===== src/rtl/strm_pkg.sv =====
package strm_pkg;

   // Port field widths
   localparam int IDX_W  = 10;
   localparam int VAL_W  = 32;
   localparam int SIZE_W = 11;
   localparam int LVL_W  = 5;   // holds any table level up to 32 levels

   localparam logic [SIZE_W-1:0] SIZE_RESET = 11'd1024;

   localparam int DEF_MAX_ELEMENTS = 1024;
   localparam int DEF_TABLE_LEVELS = 11;
   localparam int DEF_VALUE_BITS   = 32;

   localparam int QUEUE_DEPTH = 2;

   // Command kinds handed from the front end to the back end
   localparam logic [1:0] CMD_WRITE = 2'd0;
   localparam logic [1:0] CMD_QUERY = 2'd1;
   localparam logic [1:0] CMD_ERROR = 2'd2;

   typedef struct packed {
      logic [1:0]       kind;
      logic [IDX_W-1:0] index;
      logic [VAL_W-1:0] value;
      logic [IDX_W-1:0] first;
      logic [IDX_W-1:0] second;
      logic [LVL_W-1:0] level;
   } cmd_type;

endpackage


===== src/rtl/strm_front.sv =====
module strm_front #(
   parameter int MAX_ELEMENTS = strm_pkg::DEF_MAX_ELEMENTS,
   parameter int TABLE_LEVELS = strm_pkg::DEF_TABLE_LEVELS
) (
   input  logic                                 req_valid,
   output logic                                 req_ready,
   input  logic                                 req_mode,
   input  logic [strm_pkg::IDX_W-1:0]           req_write_index,
   input  logic signed [strm_pkg::VAL_W-1:0]    req_write_value,
   input  logic [strm_pkg::IDX_W-1:0]           req_range_start,
   input  logic [strm_pkg::IDX_W-1:0]           req_range_end,
   input  logic [$clog2(MAX_ELEMENTS+1)-1:0]    used_size,
   input  logic                                 can_accept,
   output logic                                 push,
   output strm_pkg::cmd_type                    cmd
);

   logic [strm_pkg::SIZE_W-1:0] len;
   logic [strm_pkg::LVL_W-1:0]  k;
   logic                        bad_range;
   logic                        wr_drop;

   assign req_ready = can_accept;

   always_comb begin
      len = strm_pkg::SIZE_W'(req_range_end) - strm_pkg::SIZE_W'(req_range_start)
            + strm_pkg::SIZE_W'(1);
      k = '0;
      for (int j = 1; j < TABLE_LEVELS; j++) begin
         if (int'(len) >= (1 << j)) begin
            k = strm_pkg::LVL_W'(j);
         end
      end
      bad_range = (req_range_start > req_range_end) ||
                  (int'(req_range_end) >= int'(used_size));
      wr_drop   = int'(req_write_index) >= int'(used_size);

      cmd.index  = req_write_index;
      cmd.value  = req_write_value;
      cmd.first  = req_range_start;
      cmd.second = strm_pkg::IDX_W'(strm_pkg::SIZE_W'(req_range_end) + strm_pkg::SIZE_W'(1)
                   - (strm_pkg::SIZE_W'(1) << k));
      cmd.level  = k;
      if (!req_mode) begin
         cmd.kind = strm_pkg::CMD_WRITE;
      end else if (bad_range) begin
         cmd.kind = strm_pkg::CMD_ERROR;
      end else begin
         cmd.kind = strm_pkg::CMD_QUERY;
      end
   end

   // out-of-range writes are dropped here
   assign push = req_valid && can_accept && !(!req_mode && wr_drop);

endmodule


===== config.mk =====
export PLATFORM = sky130hd
export DESIGN_NAME = strm_front
export DESIGN_NICKNAME = d
export VERILOG_FILES = /design/src/rtl/strm_pkg.sv /design/src/rtl/strm_front.sv
export SDC_FILE = /design/constraint.sdc
export NUM_CORES = 1
export LEC_CHECK = 0
export ABC_AREA = 1
export ABC_CLOCK_PERIOD_IN_PS = 5400
export BUFFER_PORTS_ARGS = -buffer_cell sky130_fd_sc_hd__buf_2
export CAP_MARGIN = 20
export CORE_AREA = 4 4 91 93
export DETAILED_ROUTE_END_ITERATION = 7
export DIE_AREA = 0 0 95 97
export GPL_TIMING_DRIVEN = 0
export PLACE_DENSITY = 0.64
export SYNTH_ARGS = -nofsm -noshare
export SYNTH_HDL_FRONTEND = slang
export SYNTH_SLANG_ARGS = --single-unit

===== constraint.sdc =====
create_clock -name vclk -period 5.4
set_input_delay 0.54 -clock vclk [all_inputs]
set_output_delay 0.54 -clock vclk [all_outputs]
set_load 0.02 [all_outputs]

==> reports/metrics.csv <==
metric,value,unit
outcome,"complete, no violations",
HP Class,in -> out,
first-pass GRT wire length,11100,µm
CLK BUF,0,
register area,0,µm²
largest net degree at the start of global routing,6,
Max Slew Vio Count,0,
Die Area,9220,µm²
post-route ant nets,0,
WHS Endpoint,cmd[37],
worst slack at placement,-154,ps
"commonest non-fill, non-tap cell in the layout",buf_2,
DRT Pass-1 Iters,4,
Min-Delay Startpoint,req_write_value[12],
gr usage total,0.142,
Critical Path RT,4860,ps
synthesized net count,531,
# rows,32,
hold depth,2,
met3 wire len,525,µm
Startpoint Class,primary input,
overall power,0.475,mW
Residual DRC,0,
share of post-route cells with drive strength above 1,0.446,
Final Hold Fails,0,
Core ar.,7530,µm²
Final setup violation count,0,
Static Leak,2.07,nW
vias in the first global route,2702,
Syn. warnings,0,
gr ovfl total,0,
Yosys cell types,31,
Area Growth Syn to Fin,33.2,%
synthesized area per cell,6.61,µm²
violation count after the first detailed-routing iteration,88,
Max Cap Viol,0,
Synth area leader,ha_1,
initial antenna violation count,0,
Final Worst Setup Slack,208,ps
Post-Syn Area,2570,µm²
CTS Hold Bufs,0,
M1 WL,2790,µm
critical path's largest stage delay,410,ps
CP Max Fanout,4,
Die Ht,97,µm
Max Clock Freq,0.193,GHz
"commonest cells after routing, fill and taps aside","buf_2 (112), inv_1 (69), buf_4 (63)",
critical path class,in -> out,
CP arrival,4650,ps
minimum clock period,5190,ps
CP dominant cell by count,nand2_1,
nets@finish,655,
Synth top area share,0.307,
Synth area leaders,"ha_1 (31%), buf_4 (16%), inv_1 (10%), nand2_1 (8.6%), nand3_1 (5.1%)",
vias,2772,
Via density,4.52,
die width,95,µm
PortBufs,114,
Total Wirelength,6800,µm
Post-Syn Instances,389,
PwrDens,139,nW/µm²
met2 wire len,3490,µm
RePlAce Congestion,0.855,
Starting Density,0.341,
# diodes,0,
Top Metal Used,met3,
# IOs,147,
register area share after synthesis,0,
Post-DP HPWL,6210,µm
fillers,813,
RSZ-0062 raised after global routing,yes,
Crit. End Element,output pin,
final worst-path cycle share,0.962,
drt wl/cell,11.1,µm
seq_cells,0,
Peak VDD IR,0.0625,mV
Final TNS setup,0,ps
Critical-path top delay cell,fa_2,
[critical path, delay by kind of cell]
family                   cells  cell delay, ps
adder cells (fa/ha/maj)      6            1700
AO/OA/AOI/OAI                4             620
AND/OR/NAND/NOR             15            1170
buffers and inverters        7             470
XOR/XNOR                     1             160
[how the worst max path moves through the flow]
| stage | start | endpoint | slack, ps | cells after the start |
|---|---|---|---|---|
| floorplan | req_range_end[1] | cmd[14] | 400 | 33 |
| global placement | req_range_end[1] | cmd[14] | -110 | 35 |
| detailed placement | req_range_end[1] | cmd[14] | -150 | 35 |
| CTS | req_range_end[1] | cmd[14] | 10 | 35 |
| global route | req_range_end[1] | cmd[14] | -100 | 33 |
| finish | req_range_end[1] | cmd[14] | 210 | 33 |
[synth_stat cells (3+ instances only)]
cell	number
inv_1	70
buf_4	54
a21oi_1	21
o21bai_1	3
nand3_1	26
ha_1	63
xor2_1	7
inv_2	4
nand2_2	18
nor2_2	3
fa_1	3
nand3_2	3
nand4_1	8
o21ai_0	9
nand2_1	59
nor2_1	16
[per-stage QoR]
step | util | cell area, µm² | std cells | hold slack (ps)
finish | 0.455 | 3420 | 613 | 1300
global route | 0.455 | 3420 | 613 | 1300
CTS | 0.435 | 3280 | 605 | 1300
detailed placement | 0.434 | 3270 | 605 | 1300
global placement | 0.434 | 3270 | 605 | 1300
floorplan | - | 2570 | 389 | 1190
[final cells by class]
cell class	count	area, µm²	area share
Multi-Input combinational cell	261	1970	0.576
Timing Repair Buffer	122	639	0.187
Buffer	54	405	0.118
Inverter	74	278	0.0812
Tap cell	102	128	0.0373
[per-layer routing]
layer | GRT usage | up-vias
li1 | - | 1449
met1 | 0.179 | 1220
met2 | 0.272 | 103
met3 | 0.00933 | 0
met4 | 0.00111 | 0
met5 | 0 | -
[where the power goes]
part	switching, mW	internal (mW)
Sequential	0	0
Combinational	0.281	0.194
Clock	0	0
[cell families (layout without fill, tap and decap cells)]
group | count (synthesis) | after routing | synth area share
XOR/XNOR | 9 | 9 | 0.0307
buffers and inverters | 128 | 250 | 0.266
AND/OR/NAND/NOR | 141 | 141 | 0.274
adder cells (fa/ha/maj) | 66 | 66 | 0.330
other | 1 | 1 | 0.00146
AO/OA/AOI/OAI | 44 | 44 | 0.0979
[timing repair]
action / CTS / global route
setup endpoints to repair: 1 / 2
resized for setup: 3 / 22
setup buffers: 0 / 8
pin swaps: 0 / 11
No activity file was read; power rests on OpenSTA's default activity.
