===== src/rtl/strm_pkg.sv =====
package strm_pkg;

   // Port field widths
   localparam int IDX_W  = 10;
   localparam int VAL_W  = 32;
   localparam int SIZE_W = 11;
   localparam int LVL_W  = 5;   // holds any table level up to 32 levels

   localparam logic [SIZE_W-1:0] SIZE_RESET = 11'd1024;

   localparam int DEF_MAX_ELEMENTS = 1024;
   localparam int DEF_TABLE_LEVELS = 11;
   localparam int DEF_VALUE_BITS   = 32;

   localparam int QUEUE_DEPTH = 2;

   // Command kinds handed from the front end to the back end
   localparam logic [1:0] CMD_WRITE = 2'd0;
   localparam logic [1:0] CMD_QUERY = 2'd1;
   localparam logic [1:0] CMD_ERROR = 2'd2;

   typedef struct packed {
      logic [1:0]       kind;
      logic [IDX_W-1:0] index;
      logic [VAL_W-1:0] value;
      logic [IDX_W-1:0] first;
      logic [IDX_W-1:0] second;
      logic [LVL_W-1:0] level;
   } cmd_type;

endpackage


===== src/rtl/strm_queue.sv =====
module strm_queue (
   input  logic              clock,
   input  logic              reset,
   input  logic              push,
   input  strm_pkg::cmd_type push_cmd,
   output logic              full,
   output logic              head_valid,
   output strm_pkg::cmd_type head_cmd,
   input  logic              pop
);

   localparam int PW = $clog2(strm_pkg::QUEUE_DEPTH);

   strm_pkg::cmd_type ent_ff [strm_pkg::QUEUE_DEPTH];
   logic [PW-1:0] wr_ptr_ff, wr_ptr_in;
   logic [PW-1:0] rd_ptr_ff, rd_ptr_in;
   logic [PW:0]   count_ff, count_in;

   assign full       = count_ff == (PW+1)'(strm_pkg::QUEUE_DEPTH);
   assign head_valid = count_ff != '0;
   assign head_cmd   = ent_ff[rd_ptr_ff];

   always_comb begin
      wr_ptr_in = push ? wr_ptr_ff + 1'b1 : wr_ptr_ff;
      rd_ptr_in = pop  ? rd_ptr_ff + 1'b1 : rd_ptr_ff;
      count_in  = count_ff + (PW+1)'(push) - (PW+1)'(pop);
   end

   always_ff @(posedge clock) begin
      if (reset) begin
         wr_ptr_ff <= '0;
         rd_ptr_ff <= '0;
         count_ff  <= '0;
      end else begin
         wr_ptr_ff <= wr_ptr_in;
         rd_ptr_ff <= rd_ptr_in;
         count_ff  <= count_in;
      end
      if (push) begin
         ent_ff[wr_ptr_ff] <= push_cmd;
      end
   end

endmodule


===== config.mk =====
export PLATFORM = sky130hd
export DESIGN_NAME = strm_queue
export DESIGN_NICKNAME = d
export VERILOG_FILES = /design/src/rtl/strm_pkg.sv /design/src/rtl/strm_queue.sv
export SDC_FILE = /design/constraint.sdc
export NUM_CORES = 1
export LEC_CHECK = 0
export BUFFER_PORTS_ARGS = -buffer_cell sky130_fd_sc_hd__buf_4
export CAP_MARGIN = 20
export CORE_UTILIZATION = 25
export DETAILED_ROUTE_END_ITERATION = 8
export SYNTH_ARGS = -nofsm -noshare
export SYNTH_HDL_FRONTEND = slang
export SYNTH_SLANG_ARGS = --single-unit

===== constraint.sdc =====
create_clock -name clock -period 7.69 [get_ports clock]
set_clock_uncertainty 0.1 [all_clocks]
set_input_delay 1.538 -clock clock [delete_from_list [all_inputs] [get_ports clock]]
set_output_delay 1.538 -clock clock [all_outputs]
set_load 0.1 [all_outputs]

==> results of run 1 <==
[power by group]
part / internal (mW) / switching, mW / total (mW)
combinational: 0.130 / 0.385 / 0.515
sequential: 0.910 / 0.0269 / 0.937
clock: 0.536 / 0.305 / 0.841
[sequential cells by signal, indices dropped and copies added (netlist names), named ones only]
register / cells
wr_ptr_ff: 1
ent_ff: 138
rd_ptr_ff: 1
count_ff: 2
[cells in the final DEF (no fill, tap or decap), types with 2 or more instances in the layout]
cell / count
buf_4: 144
edfxtp_1: 138
mux2_2: 59
clkbuf_16: 17
mux2_4: 10
nor2_1: 4
bufinv_16: 4
dfxtp_1: 4
clkinv_2: 3
clkinvlp_4: 3
inv_1: 2
nor2b_1: 2
xnor2_1: 2
ha_1: 2
[per-stage QoR]
stage          cells  util (%)  cell area, um2
6_report         672      35.4            7210
5_1_grt          672      35.4            7210
4_1_cts          672      35.4            7210
3_5_place_dp     642      32.5            6610
3_3_place_gp     642      32.5            6610
2_1_floorplan    236         -            5240
[final timing paths]
path,start,endpoint,cells after the start
min reg2reg,rd_ptr_ff,rd_ptr_ff,2
max,flip-flop,head_cmd[59],2
min,rd_ptr_ff,rd_ptr_ff,2
max reg2reg,wr_ptr_ff,ent_ff[0][34],2
[final cells by class]
type	count	area, um2	area share (%)
Multi-Input combinational cell	83	936	13.0
Inverter	2	7.51	0.104
Sequential cell	143	4250	58.9
Clock buffer	18	429	5.95
Tap cell	270	338	4.69
Clock inverter	12	170	2.36
Timing Repair Buffer	144	1080	15.0
[metal layers]
layer	vias up	part of all wire [%]	global-route usage [%]
met2	104	48	16.2
met3	10	8.1	4.19
met1	1300	42	10.8
met5	-	0	0
met4	0	1.2	3.75
li1	1233	-	-
[worst max-delay path: cells and delay by family (launching register included)]
family / cells / cell delay (ns)
flops: 1 / 1.03
mux: 1 / 0.45
buf+inv: 1 / 0.24
[cells by family (layout without fill, tap and decap cells)]
family | Yosys count | after routing | synth area share [%]
adders and majority gates | 2 | 2 | 0.477
buffers and inverters | 10 | 176 | 1.34
xor gates and xnor gates | 3 | 3 | 0.764
muxes | 69 | 69 | 15.5
and+or+nand+nor | 9 | 9 | 0.884
DFF | 143 | 143 | 81.0
==> out/summary.txt, run 1 <==
Syn Nets: 311
Syn Area/Cell: 22.2 um2
Fin. max-slew vios: 0
Pin count of the biggest net entering global routing: 70
Die area: 21500 um2
CP endpoint kind: primary output
Clk buf depth: 2
CTS tree: built
Die height: 147 um
Post-synth top area cell: edfxtp_1
Post-route clock period utilization: 49.5%
RSZ-0062 raised after global routing: no
FILL cells: 1929
Post-CTS Hold Fix Bufs: 0
H-tree levels: 4
Main area contributors after synthesis: edfxtp_1 79%, mux2_2 13%, mux2_4 2.9%
Top post-synthesis cells by count: 138 x edfxtp_1, 59 x mux2_2, 10 x mux2_4, 5 x buf_2, 5 x dfxtp_1
Slew headroom: 31.9%
Syn. warnings: 0
Leakage: 2.68 nW
Status: completed
CTS Buf Count: 17
Worst-skew pair later-pin latency: 0.41 ns
CP max stage cell: dfxtp_4
Required @ worst endpoint: 6.05 ns
Critical path launch point type: flip-flop
Hold crit path type: flip-flop to flip-flop
Core area: 20400 um2
First-pass GRT wire length: 15400 um
Synth Cell Area: 5240 um2
Crit path DAT: 2.16 ns
Antenna diodes: 0
Overall power: 2.29 mW
Yosys cell types: 15
Nets: 466
Crit-path cells: mux2_2, buf_4
Clock root cell: clkbuf_16
Synth Flop Type: edfxtp_1
Top-area cell type share of the netlist area: 79.1%
Total wire length: 10000 um
Via Count: 2647
Yosys reg bits: 143
Clock transition at path regs: 0.06 ns
Max FO, Critical Path: 69
Die Span X: 147 um
Final worst setup slack: 3.89 ns
Async SR Flop Fraction: 0%
Slew @ Worst Pin: 1.02 ns
Min cycle time layout: 3.80 ns
Fmax: 263 MHz
Detailed Routing Iterations Pass 1: 5
Setup bufs post-CTS: 0
GRT overflow: 0
Setup Viol. Count Final: 0
Worst VDD drop: 0.144 mV
Post_cts resized: 0
IO Port Bufs: 143
Hold WS: 0.427 ns
Initial antenna violation count: 0
CTS sink cnt: 143
Vias in the first global route: 2992
Place WS: 4.14 ns
Initial Utilization: 25.7%
PD cells: 318 nW/um2
# IOs: 144
Setup TNS: 0 ns
Seq/Total Area, Yosys: 81.0%
Final hold violation count: 0
WS Path Type: flip-flop to primary output
Vias per Instance: 3.94
Row Count: 52
Routed Antenna Nets: 0
Post-DP HPWL: 6150 um
Layout cells sized above 1: 60.9%
DRC: 0
Number of synthesized flops with an enable pin: 138
Cell with the most instances after synthesis: edfxtp_1
Area growth syn-to-layout: 37.6%
Max stage delay on crit path: 1.03 ns
DRT iter0 DRCs: 94
GPL Wtd Cong: 0.719
Synth Instances: 236
Total track usage: 9.66%
MaxCap Viol Count: 0
Reg2reg setup slack: 5.54 ns
Routed WL per cell: 14.9 um
Power figures use the tool's default switching activity.
==> run 2, diff against run 1 <==
Settings changed: ABC_AREA set to 1.
Clock period 7.69 ns to 3.9 ns, I/O delays scaled along.
==> run 2 against run 1 <==
  * Setup slack got worse by 3.0 ns
  * Critical path type unchanged
  * Highest routed layer unchanged
  * Cell count rose by 1.8%
  * Register-to-register slack got worse by 3.4 ns
  * Count of clock-buffer cells in the layout rose by 1
  * Worst hold slack got worse by 0.019 ns
  * Sequential cell count did not move
  * Clock power rose by 100%
  * Non-clock buffer count rose by 1
==> out/summary.txt, run 2 <==
Worst VDD drop: 0.274 mV (was 0.144 mV)
Required @ worst endpoint: 3.02 ns (was 6.05 ns)
Setup TNS: 0 ns (unchanged)
Initial Utilization: 25.7% (about the same)
H-tree levels: 4 (unchanged)
Top reg by flops: ent_ff (unchanged)
Main area contributors after synthesis: edfxtp_1 79%, mux2_2 13%, mux2_4 2.9% (unchanged)
Slew headroom: 32.3% (was 31.9%)
Reg2reg setup slack: 2.16 ns (was 5.54 ns)
Syn Nets: 321 (was 311)
Layout cells sized above 1: 58.7% (was 60.9%)
Post-CTS Hold Fix Bufs: 0 (unchanged)
Post-DP HPWL: 6410 um (was 6150 um)
Most common cell after layout, fill and taps aside: buf_4 (unchanged)
# IOs: 144 (unchanged)
Clk buf depth: 2 (unchanged)
Detailed Routing Iterations Pass 1: 4 (was 5)
Via Count: 2697 (was 2647)
Cell with the most instances after synthesis: edfxtp_1 (unchanged)
MaxCap Viol Count: 0 (unchanged)
Crit path DAT: 2.13 ns (was 2.16 ns)
Seq/Total Area, Yosys: 80.9% (was 81.0%)
Vias per Instance: 3.94 (about the same)
Clock root cell: clkbuf_16 (unchanged)
Post-synth top area cell: edfxtp_1 (unchanged)
Placed instance count: 653 (was 642)
Syn Area/Cell: 21.3 um2 (was 22.2 um2)
Clock transition at path regs: 0.06 ns (about the same)
Largest register FFs: 138 (unchanged)
Post_cts resized: 0 (unchanged)
Synth Cell Area: 5250 um2 (was 5240 um2)
Yosys cell types: 15 (unchanged)
Routed WL per cell: 14.7 um (was 14.9 um)
Pin count of the biggest net entering global routing: 70 (unchanged)
Fin. max-slew vios: 0 (unchanged)
Slew @ Worst Pin: 1.02 ns (about the same)
Final std cells w/o fill: 684 (was 672)
Hold crit path type: flip-flop to flip-flop (unchanged)
RSZ-0062 raised after global routing: no (unchanged)
Row Count: 52 (unchanged)
Fmax: 332 MHz
Nets: 477 (was 466)
CTS tree: built (unchanged)
Post-route clock period utilization: 77.3%
Min cycle time layout: 3.01 ns
Worst reg2reg endpoint: ent_ff[1][55] (was ent_ff[0][34])
Setup Viol. Count Final: 0 (unchanged)
Regs by FF count: ent_ff x138, count_ff x2 (unchanged)
Die height: 147 um (about the same)
Most frequent cells in the layout: 143 x buf_4, 138 x edfxtp_1, 59 x mux2_2 (was 144 x buf_4, 138 x edfxtp_1, 59 x mux2_2)
Syn. warnings: 0 (unchanged)
DRT iter0 DRCs: 92 (was 94)
GPL Wtd Cong: 0.660 (was 0.719)
Top-area cell type share of the netlist area: 79.0% (was 79.1%)
Antenna diodes: 0 (unchanged)
Setup bufs post-CTS: 0 (unchanged)
Status: completed (unchanged)
Synth Instances: 246 (was 236)
Total track usage: 9.53% (was 9.66%)
Worst R2R Start: wr_ptr_ff (unchanged)
Die area: 21600 um2 (was 21500 um2)
Die Span X: 147 um (about the same)
CTS sink cnt: 143 (unchanged)
PD cells: 616 nW/um2 (was 318 nW/um2)
DRC: 0 (unchanged)
Vias in the first global route: 2925 (was 2992)
Critical path launch point type: flip-flop (unchanged)
Area growth syn-to-layout: 38.6% (was 37.6%)
Final hold violation count: 0 (unchanged)
WS Path Type: flip-flop to primary output (unchanged)
CP endpoint: head_cmd[68] (was head_cmd[59])
GRT overflow: 0 (unchanged)
Top post-synthesis cells by count: 138 x edfxtp_1, 59 x mux2_2, 10 x mux2_4, 8 x inv_1, 7 x nor2_1 (was 138 x edfxtp_1, 59 x mux2_2, 10 x mux2_4, 5 x buf_2, 5 x dfxtp_1)
CTS Buf Count: 17 (unchanged)
Routed Antenna Nets: 0 (unchanged)
IO Port Bufs: 143 (unchanged)
Number of synthesized flops with an enable pin: 138 (unchanged)
First-pass GRT wire length: 15200 um (was 15400 um)
CP endpoint kind: primary output (unchanged)
Initial antenna violation count: 0 (unchanged)
FF-to-FF path depth: 3 (was 2)
Leakage: 2.73 nW (was 2.68 nW)
Async SR Flop Fraction: 0% (unchanged)
Max FO, Critical Path: 69 (unchanged)
Core area: 20400 um2 (about the same)
Yosys reg bits: 143 (unchanged)
Post-layout util: 35.6% (was 35.4%)
Synth Flop Type: edfxtp_1 (unchanged)
Total wire length: 10100 um (was 10000 um)
Worst-skew pair later-pin latency: 0.40 ns (was 0.41 ns)
-- run 2: layout make-up --
type                            count  area, um2
Tap cell                          270        338
Timing Repair Buffer              145       1110
Fill cell                        1953      13200
Inverter                            8       31.3
Multi-Input combinational cell     87        916
Clock buffer                       19        433
Sequential cell                   143       4250
Clock inverter                     12        193
-- run 2: metrics by stage --
stage	area, um2	setup WS (ns)	hold slack, ns	power, mW
final	7270	0.887	0.408	4.48
after CTS	7270	0.810	0.410	4.55
after detailed placement	6650	1.26	0.391	2.80
after floorplan	5250	0.784	0.380	2.58
after global routing	7270	0.763	0.427	4.62
after global placement	6650	1.28	0.391	2.79
-- run 2: layer usage --
metal	up-vias	track usage (%)	wire length, um
li1	1264	-	-
met1	1335	10.9	4220
met2	91	15.9	5110
met3	7	3.76	630
met4	0	3.91	95
met5	-	0	0
-- run 2: cell families (layout without fill, tap and decap cells) --
kind of cell / after synthesis / in the layout / share of synthesized area, %
flip-flops: 143 / 143 / 80.9
multiplexers: 69 / 69 / 15.5
buffers and inverters: 16 / 184 / 1.77
AND/OR/NAND/NOR: 14 / 14 / 1.05
adder cells (fa/ha/maj): 2 / 2 / 0.477
AO/OA/AOI/OAI: 1 / 1 / 0.0953
XOR/XNOR: 1 / 1 / 0.167
-- run 2: power breakdown --
part / switching, mW / leakage, nW / internal (mW) / total (mW)
Clock: 0.587 / 0.303 / 1.13 / 1.71
Combinational: 0.698 / 1.09 / 0.237 / 0.935
Sequential: 0.0481 / 1.34 / 1.78 / 1.83
Total: 1.33 / 2.73 / 3.14 / 4.48
-- run 2: critical path, stage by stage (launching register included) --
cell and delay (ns):
dfxtp_4 1.01, mux2_2 0.44, buf_4 0.24
-- run 2: how the worst min path moves through the flow --
stage,endpoint,from,cells past startpoint
final,flip-flop,rd_ptr_ff,2
after global routing,ent_ff[1][13],push_cmd[13],1
after CTS,flip-flop,rd_ptr_ff,2
after detailed placement,flip-flop,rd_ptr_ff,2
after global placement,flip-flop,rd_ptr_ff,2
after floorplan,flip-flop,rd_ptr_ff,2
==> run 3, diff against run 2 <==
Clock period 3.9 ns to 2.7 ns, I/O delays scaled along.
==> run 3 against run 2 <==
  * Sequential power up 42%
  * Count of clock-buffer cells in the layout unchanged
  * Final area down 0.74%
  * Global-route usage up 0.064 points
  * Wire length down 3.3%
  * Worst hold slack worse by 0.19 ns
  * Clock power up 29%
  * Sequential cell count unchanged
  * Utilization down 0.26 points
  * Power up 38%
==> out/summary.txt, run 3 (synthesis results as in run 2) <==
Setup Viol. Count Final: 0 (unchanged)
Nets: 478 (was 477)
Critical path launch point type: flip-flop (unchanged)
Die area: 21600 um2 (unchanged)
Detailed Routing Iterations Pass 1: 4 (unchanged)
Post_cts resized: 0 (unchanged)
Die height: 147 um (unchanged)
Slew @ Worst Pin: 0.466 ns (was 1.02 ns)
Max stage delay on crit path: 0.40 ns (was 1.01 ns)
Layout cells sized above 1: 59.0% (was 58.7%)
Antenna diodes: 0 (unchanged)
Die Span X: 147 um (unchanged)
FILL cells: 1955 (was 1953)
Required @ worst endpoint: 2.06 ns (was 3.02 ns)
Clock root cell: clkbuf_16 (unchanged)
Vias in the first global route: 3052 (was 2925)
GRT overflow: 0 (unchanged)
Pin count of the biggest net entering global routing: 71 (was 70)
# IOs: 144 (unchanged)
Post-layout util: 35.3% (was 35.6%)
Routed WL per cell: 14.2 um (was 14.7 um)
Initial antenna violation count: 0 (unchanged)
Core area: 20400 um2 (unchanged)
Routed Antenna Nets: 0 (unchanged)
Crit-path cells: buf_12, mux2_2, buf_4 (was mux2_2, buf_4)
Total track usage: 9.59% (was 9.53%)
Area growth syn-to-layout: 37.6% (was 38.6%)
Clock transition at path regs: 0.06 ns (about the same)
Fmax: 410 MHz
Worst VDD drop: 0.379 mV (was 0.274 mV)
Crit path DAT: 1.80 ns (was 2.13 ns)
CP max stage cell: mux2_2 (was dfxtp_4)
Top reg by flops: ent_ff (unchanged)
Initial Utilization: 25.7% (unchanged)
Post-DP HPWL: 5970 um (was 6410 um)
DRT iter0 DRCs: 75 (was 92)
IO Port Bufs: 143 (unchanged)
CTS tree: built (unchanged)
Final std cells w/o fill: 685 (was 684)
Most frequent cells in the layout: 143 x buf_4, 138 x edfxtp_1, 59 x mux2_2 (unchanged)
CTS sink cnt: 143 (unchanged)
Min cycle time layout: 2.44 ns
Placed instance count: 654 (was 653)
RSZ-0062 raised after global routing: no (unchanged)
Regs by FF count: ent_ff x138, count_ff x2 (unchanged)
PD cells: 858 nW/um2 (was 616 nW/um2)
WS Path Type: flip-flop to primary output (unchanged)
Fin. max-slew vios: 0 (unchanged)
DRC: 0 (unchanged)
Row Count: 52 (unchanged)
CP endpoint kind: primary output (unchanged)
Final hold violation count: 0 (unchanged)
Post-CTS Hold Fix Bufs: 0 (unchanged)
Via Count: 2699 (was 2697)
Leakage: 2.70 nW (was 2.73 nW)
Slew headroom: 68.9% (was 32.3%)
H-tree levels: 4 (unchanged)
Clk buf depth: 2 (unchanged)
Overall power: 6.19 mW (was 4.48 mW)
First-pass GRT wire length: 15500 um (was 15200 um)
GPL Wtd Cong: 0.679 (was 0.660)
Most common cell after layout, fill and taps aside: buf_4 (unchanged)
Setup bufs post-CTS: 0 (unchanged)
Worst-skew pair later-pin latency: 0.40 ns (about the same)
Vias per Instance: 3.94 (about the same)
Post-route clock period utilization: 90.4%
Max FO, Critical Path: 69 (unchanged)
Total wire length: 9730 um (was 10100 um)
Hold crit path type: primary input to flip-flop (was flip-flop to flip-flop)
Status: completed (unchanged)
MaxCap Viol Count: 0 (unchanged)
CTS Buf Count: 17 (unchanged)
Largest register FFs: 138 (unchanged)
Setup TNS: 0 ns (unchanged)
==> run 3: changes by cell type in the layout (fill, tap and decap cells not counted), sizes merged <==
cell	delta
inv	+2
clkinv	-1
bufinv	-3
clkinvlp	+2
buf	+1
==> run 3: path summary, 6_finish.rpt <==
kind | slack [ns] | end | startpoint | cells after the start
setup / recovery | 0.26 | head_cmd[24] | flip-flop | 3
hold reg to reg | 0.42 | rd_ptr_ff | rd_ptr_ff | 2
hold / removal | 0.22 | ent_ff[0][20] | push_cmd[20] | 1
setup reg to reg | 1.32 | ent_ff[1][2] | wr_ptr_ff | 3
==> run 3: layout make-up <==
type                       instances  area, um2  area share [%]
sequential                       143       4250            58.8
inverter                           8       30.0           0.416
tap                              270        338            4.68
clock buffer                      19        433            6.00
timing repair buffer             146       1130            15.7
multi-input combinational         87        916            12.7
clock inverter                    12        120            1.66
==> run 3: metal layers <==
metal	up-vias	GRT usage, %	part of all wire (%)
met1	1345	10.1	40
met3	8	3.11	5.2
met5	-	0	0
li1	1267	-	-
met4	0	4.69	1.7
met2	79	17.2	53
==> run 3: power breakdown <==
group          leakage (nW)  internal [mW]  total [mW]  switching, mW
sequential             1.34           2.57        2.60         0.0274
combinational          1.10          0.346        1.39           1.04
clock                 0.268           1.35        2.20          0.859
==> run 3: stage by stage <==
step	setup slack [ns]	hold slack (ns)	instance area [um2]
after floorplan	0.230	0.380	5250
after global placement	0.713	0.395	6670
after detailed placement	0.689	0.404	6670
after CTS	0.245	0.193	7220
after global routing	0.201	0.189	7220
final	0.260	0.221	7220
==> run 3: worst max-delay path, delay by kind of cell (launching register included) <==
| family | cells | cell delay [ns] |
|---|---|---|
| multiplexers | 1 | 0.40 |
| buffers and inverters | 2 | 0.53 |
| flip-flops | 1 | 0.35 |
